File: src/design/pwq_pkg.sv
package pwq_pkg;

   localparam int QueueDepthDefault  = 16;
   localparam int TaskIdWidthDefault = 8;

   localparam int ModeWidth   = 3;
   localparam int StatusWidth = 2;
   localparam int TaskWidth   = 8;
   localparam int PrioWidth   = 8;
   localparam int LabelWidth  = 32;

   typedef enum logic [ModeWidth-1:0] {
      MODE_ENQUEUE  = 3'd0,
      MODE_DEQUEUE  = 3'd1,
      MODE_REMOVE   = 3'd2,
      MODE_SEND_MATCH = 3'd3,
      MODE_RECV_MATCH = 3'd4
   } mode_type;

   typedef enum logic [StatusWidth-1:0] {
      STATUS_OK   = 2'd0,
      STATUS_NONE = 2'd1,
      STATUS_FULL = 2'd2
   } status_type;

   typedef enum logic {
      ST_IDLE,
      ST_EXEC
   } state_type;

   // Broadcast to every cell for the transaction in flight.
   typedef struct packed {
      mode_type                mode;
      logic [PrioWidth-1:0]    prio;
      logic [LabelWidth-1:0]   label;
      logic [LabelWidth-1:0]   filter;
      logic [LabelWidth-1:0]   key;
   } cmd_type;

   // One stored entry, less its task id whose width is a parameter.
   typedef struct packed {
      logic                    valid;
      logic [PrioWidth-1:0]    prio;
      logic [LabelWidth-1:0]   label;
      logic [LabelWidth-1:0]   filter;
   } entry_type;

endpackage

File: src/design/pwq_cell.sv
module pwq_cell #(
   parameter int TASK_ID_WIDTH = pwq_pkg::TaskIdWidthDefault
) (
   input  logic                      clock,
   input  logic                      reset,
   input  pwq_pkg::cmd_type          cmd,
   input  logic [TASK_ID_WIDTH-1:0]  cmd_task,
   input  logic                      insert_en,
   input  logic                      remove_en,
   input  pwq_pkg::entry_type        left_entry,
   input  logic [TASK_ID_WIDTH-1:0]  left_task,
   input  logic                      left_lower,
   input  pwq_pkg::entry_type        right_entry,
   input  logic [TASK_ID_WIDTH-1:0]  right_task,
   input  logic                      found_in,
   input  logic [TASK_ID_WIDTH-1:0]  acc_in,
   output logic                      lower,
   output logic                      found_out,
   output logic [TASK_ID_WIDTH-1:0]  acc_out,
   output pwq_pkg::entry_type        entry_out,
   output logic [TASK_ID_WIDTH-1:0]  task_out
);
   import pwq_pkg::*;

   entry_type                 entry_ff, entry_in;
   logic [TASK_ID_WIDTH-1:0]  task_ff, task_in;
   logic                      hit;

   // Free slots count as lower, so the insertion point is where the flag first rises.
   assign lower = !entry_ff.valid || (entry_ff.prio < cmd.prio);

   always_comb begin
      case (cmd.mode)
         MODE_DEQUEUE:    hit = 1'b1;
         MODE_REMOVE:     hit = (task_ff == cmd_task);
         MODE_SEND_MATCH: hit = (cmd.key == '0) || (entry_ff.label == cmd.key);
         MODE_RECV_MATCH: hit = (entry_ff.filter == '0) || (entry_ff.filter == cmd.key);
         default:         hit = 1'b0;
      endcase
      hit = hit && entry_ff.valid;
   end

   assign found_out = found_in || hit;
   assign acc_out   = acc_in | ((hit && !found_in) ? task_ff : '0);

   always_comb begin
      entry_in = entry_ff;
      task_in  = task_ff;
      if (insert_en && lower) begin
         if (left_lower) begin
            entry_in = left_entry;
            task_in  = left_task;
         end else begin
            entry_in.valid  = 1'b1;
            entry_in.prio   = cmd.prio;
            entry_in.label  = cmd.label;
            entry_in.filter = cmd.filter;
            task_in         = cmd_task;
         end
      end else if (remove_en && found_out) begin
         // close the gap: everything from the taken entry onwards moves up one
         entry_in = right_entry;
         task_in  = right_task;
      end
   end

   always_ff @(posedge clock) begin
      if (reset) begin
         entry_ff <= '0;
      end else begin
         entry_ff <= entry_in;
      end
      task_ff <= task_in;
   end

   assign entry_out = entry_ff;
   assign task_out  = task_ff;

endmodule

File: config.mk
export PLATFORM = sky130hd
export DESIGN_NAME = pwq_cell
export DESIGN_NICKNAME = d
export VERILOG_FILES = /design/src/design/pwq_pkg.sv /design/src/design/pwq_cell.sv
export SDC_FILE = /design/constraint.sdc
export NUM_CORES = 1
export LEC_CHECK = 0
export BUFFER_PORTS_ARGS = -buffer_cell sky130_fd_sc_hd__clkbuf_2
export CORE_AREA = 8 8 141 143
export DETAILED_ROUTE_END_ITERATION = 8
export DIE_AREA = 0 0 149 151
export PLACE_DENSITY = 0.67
export SKIP_CTS_REPAIR_TIMING = 1
export SLEW_MARGIN = 20
export SYNTH_ARGS = -nofsm -noshare
export SYNTH_HDL_FRONTEND = slang
export SYNTH_SLANG_ARGS = --single-unit
File: constraint.sdc
create_clock -name clock -period 6.1 [get_ports clock]
set_clock_uncertainty 0.05 [all_clocks]
set_input_delay 0.305 -clock clock [delete_from_list [all_inputs] [get_ports clock]]
set_output_delay 0.305 -clock clock [all_outputs]
set_load 0.005 [all_outputs]
# --- After elaboration in Yosys (flattened, before gate mapping) ---
# Index checks and enable logic that the tools add are counted.
totals:
  ff_bits: 81
  out_inout_bits: 91
  in_bits: 291
classes:
  mux: 8
  n_lt_le_gt_ge: 1
  bitwise: 1
  reduce_logical: 13
  n_eq_ne: 7
op_table:
  columns: ["op", "n"]
  rows:
  - ["2-to-1 mux 73 bit", 3]
  - ["== test 32 bit", 2]
  - ["logical NOT 32 bit", 2]
  - ["2-to-1 mux 8 bit", 4]
  - ["== test 8 bit", 1]
  - ["less-than comparator 8 bit", 1]
  - ["OR 8 bit", 1]
  - ["== test 3 x 2 -> 1 bit (second input constant)", 2]
  - ["logical AND 1 bit", 4]
  - ["logical OR 1 bit", 4]
  - ["one-hot mux 1 bit (4 select lines)", 1]
  - ["== test 3 x 1 -> 1 bit (second input constant)", 1]
  - ["== test 3 bit (second input constant)", 1]
  - ["logical NOT 1 bit", 2]
  - ["nonzero test 2 bit", 1]

# --- Longest topological paths before layout ---
depth:
  depth_word: 8
  ltp_mapped: 11
  mapped_depth_nobuf: 8

# --- Least setup slack after synthesis ---
# OpenSTA, ideal clock, no wires.
synth_path:
  kind: "register to register"
  startpoint: "register entry_ff, in the netlist entry_out[41]"
  endpoint: "register task_ff[0] (netlist: task_out[0]), enable pin"
  arrival_ns: 2.043
  path_buffers: 2
  setup_ns: 0.337
  stages_incl_launch_ff: 9
  setup_slack_ns: 3.671
  cell_sequence: "dfxtp_1 > xor2_1 > nor4_1 > nand4_1 > or3_4 > a21o_2 > buf_6 > buf_1 > nand3_1"
synth_via:
  elab_chain_cells: 7
synth_lines:
  columns: ["element", "line_no", "source"]
  rows:
  - ["start: declaration", "pwq_cell.sv:25", "entry_type entry_ff, entry_in;"]
  - ["start signal: assignment", "pwq_cell.sv:71", "entry_ff <= entry_in;"]
  - ["== test 32 bit", "pwq_cell.sv:36", "MODE_SEND_MATCH: hit = (cmd.key == '0) || (entry_ff.label == cmd.key);"]
  - ["logical OR 1 bit", "pwq_cell.sv:36", null]
  - ["one-hot mux 1 bit (4 select lines)", "pwq_cell.sv:33", "case (cmd.mode)"]
  - ["logical AND 1 bit", "pwq_cell.sv:40", "hit = hit && entry_ff.valid;"]
  - ["logical OR 1 bit", "pwq_cell.sv:43", "assign found_out = found_in || hit;"]
  - ["logical AND 1 bit", "pwq_cell.sv:60", "end else if (remove_en && found_out) begin"]
  - ["nonzero test 2 bit (no line)", null, null]
  - ["end signal: assignment", "pwq_cell.sv:73", "task_ff <= task_in;"]
  - ["end: declaration", "pwq_cell.sv:26", "logic [TASK_ID_WIDTH-1:0] task_ff, task_in;"]
# Every way passes these cells.
# A chain may end at the register's enable or synchronous reset.

# --- Worst setup path after layout ---
layout_path:
  startpoint: "register entry_ff, in the netlist entry_out[60]"
  endpoint: "register entry_ff, in the netlist entry_out[67]"
layout_via:
  elab_chain_cells: 7
layout_lines:
  columns: ["element", "line_no"]
  rows:
  - ["== test 32 bit", "pwq_cell.sv:36"]
  - ["logical OR 1 bit", "pwq_cell.sv:36"]
  - ["one-hot mux 1 bit (4 select lines)", "pwq_cell.sv:33"]
  - ["logical AND 1 bit", "pwq_cell.sv:40"]
  - ["logical OR 1 bit", "pwq_cell.sv:43"]
  - ["logical AND 1 bit", "pwq_cell.sv:60"]
  - ["nonzero test 2 bit (no line)", null]
# Every way passes these cells.

==> flow_summary.json <==
{
  "status": "completed",
  "drv_cap": 0,
  "via_per_inst": 5.77,
  "grt_overflow": 0,
  "area_growth_pct": 35.9,
  "vdd_drop_max_uv": 130,
  "clkTransAtPathRegs_ns": 0.07,
  "clk_latency_ns": 0.34,
  "layout_commonest_cell": "clkbuf_2",
  "post-place-ws_ns": 2.38,
  "cts_buffer_depth": 2,
  "syn_area_um2": 6040,
  "wire_per_inst_um": 23.3,
  "setup_viol": 0,
  "grtUsageTotal": 0.251,
  "path_cells": "xor2_1, nor4_1, nand4_1, or3_4, a21oi_4, buf_4, o21ai_1, a311oi_1",
  "drtAntennaViolNets": 0,
  "seq_area_frac_synth": 0.282,
  "rows": 49,
  "placed_cell_area_um2": 7900,
  "cts_tree": "done",
  "powerDensity_nw_per_um2": 204,
  "required_ns": 6.29,
  "dp_hpwl_mm": 23.5,
  "die_w_um": 149,
  "cp_num_buf_inv": 1,
  "r2r_setup_slack_ns": 2.54,
  "cp.arrival_ns": 3.75,
  "grt_pass1_vias": 7354,
  "worst_slew_pin_slew_ns": 0.987,
  "critPathMaxStageDelay_ns": 0.79,
  "setup_ws_ns": 2.54,
  "final_area_um2": 8200,
  "synth_flop_cell": "dfxtp_1",
  "initial_utilization": 0.342,
  "ys_warn_count": 0,
  "drt_iter0_drc": 476,
  "n_fill_cell": 1818,
  "portBuffers": 381,
  "ys_seq_elements": 81,
  "grt_pass1_wl_mm": 43.4,
  "vias": 7386,
  "synth_edf_count": 8,
  "layout_min_cycle_time_ns": 3.56,
  "grt_max_degree": 89,
  "postSynthAreaPerCell_um2": 8.33,
  "syn-num-nets": 1023,
  "drive_gt1_frac": 0.394,
  "root_buffer": "clkbuf_16",
  "crit_family": "compound AO/OA/AOI/OAI gates",
  "nets": 1343,
  "critPathMaxFanout": 38,
  "fmax_ghz": 0.281,
  "syn_inst": 725,
  "async_flop_share": 0,
  "min_path_type": "primary input to register",
  "final.period_utilization": 0.584,
  "n_antenna_cell": 0,
  "leakagePower_nw": 3.55,
  "place_congestion": 0.926,
  "end_kind": "register",
  "crit_slowest_cell": "a21oi_4",
  "hold_viol": 0,
  "ioPinCount": 382,
  "drcViolationCount": 0,
  "die_h_um": 151,
  "core_area_um2": 17700,
  "most-common-layout-cells": "clkbuf_2, nand3_1, a311oi_1, dfxtp_1, a2111oi_0",
  "cts.sinks": 81,
  "fp.dieArea_um2": 22500,
  "cts_buffers": 9,
  "drt_wl_total_mm": 29.8,
  "placed_cells": 1263,
  "crit_type": "register to register",
  "fin_hold_ws_ns": 0.188,
  "ys_types": 42,
  "final_cells": 1279,
  "report.final.slew_viol_count": 0,
  "rsz0062_at_grt": "no",
  "max-slew-margin-rel": 0.341,
  "start_kind": "register",
  "drt_first_pass_iters": 5,
  "setup_tns_ns": 0,
  "antenna_found_initial": 0,
  "cts_max_level": 3
}
[cells by family after synthesis]
| kind of cell | after synthesis | share of synthesized area |
|---|---|---|
| compound gates | 257 | 0.314 |
| xor+xnor | 72 | 0.104 |
| fa+ha+maj | 7 | 0.0145 |
| buf+inv | 91 | 0.0759 |
| flops | 81 | 0.282 |
| mux | 8 | 0.0133 |
| simple gates | 209 | 0.196 |
[layer usage]
| layer | share of wire | global-route usage | vias up |
|---|---|---|---|
| met5 | 0 | 0 | - |
| met2 | 0.49 | 0.426 | 378 |
| met4 | 0.026 | 0.0823 | 0 |
| met1 | 0.39 | 0.293 | 3470 |
| met3 | 0.097 | 0.0831 | 45 |
| li1 | - | - | 3493 |
[stage by stage]
| stage | util | power, mW |
|---|---|---|
| 6_report | 0.464 | 1.68 |
| 5_1_grt | 0.464 | 1.76 |
| 4_1_cts | 0.464 | 1.69 |
| 3_5_place_dp | 0.448 | 1.13 |
| 3_3_place_gp | 0.448 | 1.13 |
| 2_1_floorplan | - | 0.887 |
[synth_stat cells (all sizes together), types with 15 or more instances]
| master | instances | area, µm² |
|---|---|---|
| xnor2 | 41 | 359 |
| nor2b | 56 | 350 |
| clkbuf | 43 | 163 |
| o21ai | 93 | 469 |
| xor2 | 31 | 272 |
| a2111oi | 72 | 631 |
| nand4 | 15 | 93.8 |
| nand3 | 78 | 390 |
| dfxtp | 73 | 1460 |
| nor4 | 25 | 156 |
| a311oi | 73 | 639 |
| buf | 30 | 178 |
[final timing paths]
| kind | startpoint | end | depth (start not counted) |
|---|---|---|---|
| worst max-delay path | entry_out[60]$_SDFFE_PP0P_ | entry_out[67]$_SDFFE_PP0P_ | 8 |
| worst min-delay path | right_entry[61] | entry_out[61]$_SDFFE_PP0P_ | 3 |
| worst max register to register | entry_out[60]$_SDFFE_PP0P_ | entry_out[67]$_SDFFE_PP0P_ | 8 |
| worst min register to register | entry_out[66]$_SDFFE_PP0P_ | entry_out[66]$_SDFFE_PP0P_ | 2 |
[flip-flops by register name (all words and copies together), names as in the netlist]
name and count:
task_out 8, entry_out 73
[worst min-delay path, cell delays in order]
cell and delay, ns:
clkbuf_2 0.08, o21ai_1 0.06, a311oi_1 0.08
[area by class of cell]
| class | instances | area [µm²] | share of cell area |
|---|---|---|---|
| flip-flops and latches | 81 | 1700 | 0.208 |
| clock inverters | 5 | 53.8 | 0.00656 |
| inverters | 10 | 38.8 | 0.00473 |
| repair buffers | 390 | 1980 | 0.241 |
| well taps | 229 | 287 | 0.0349 |
| clock buffers | 11 | 243 | 0.0296 |
| multi-input cells | 553 | 3900 | 0.476 |
[where the power goes]
part | switching [mW] | internal [mW] | total, mW | leakage, nW
sequential | 0.0762 | 0.591 | 0.667 | 0.688
clock | 0.225 | 0.327 | 0.552 | 0.146
combinational | 0.239 | 0.218 | 0.457 | 2.72
Note: power is estimated with default switching activity, not from simulation.
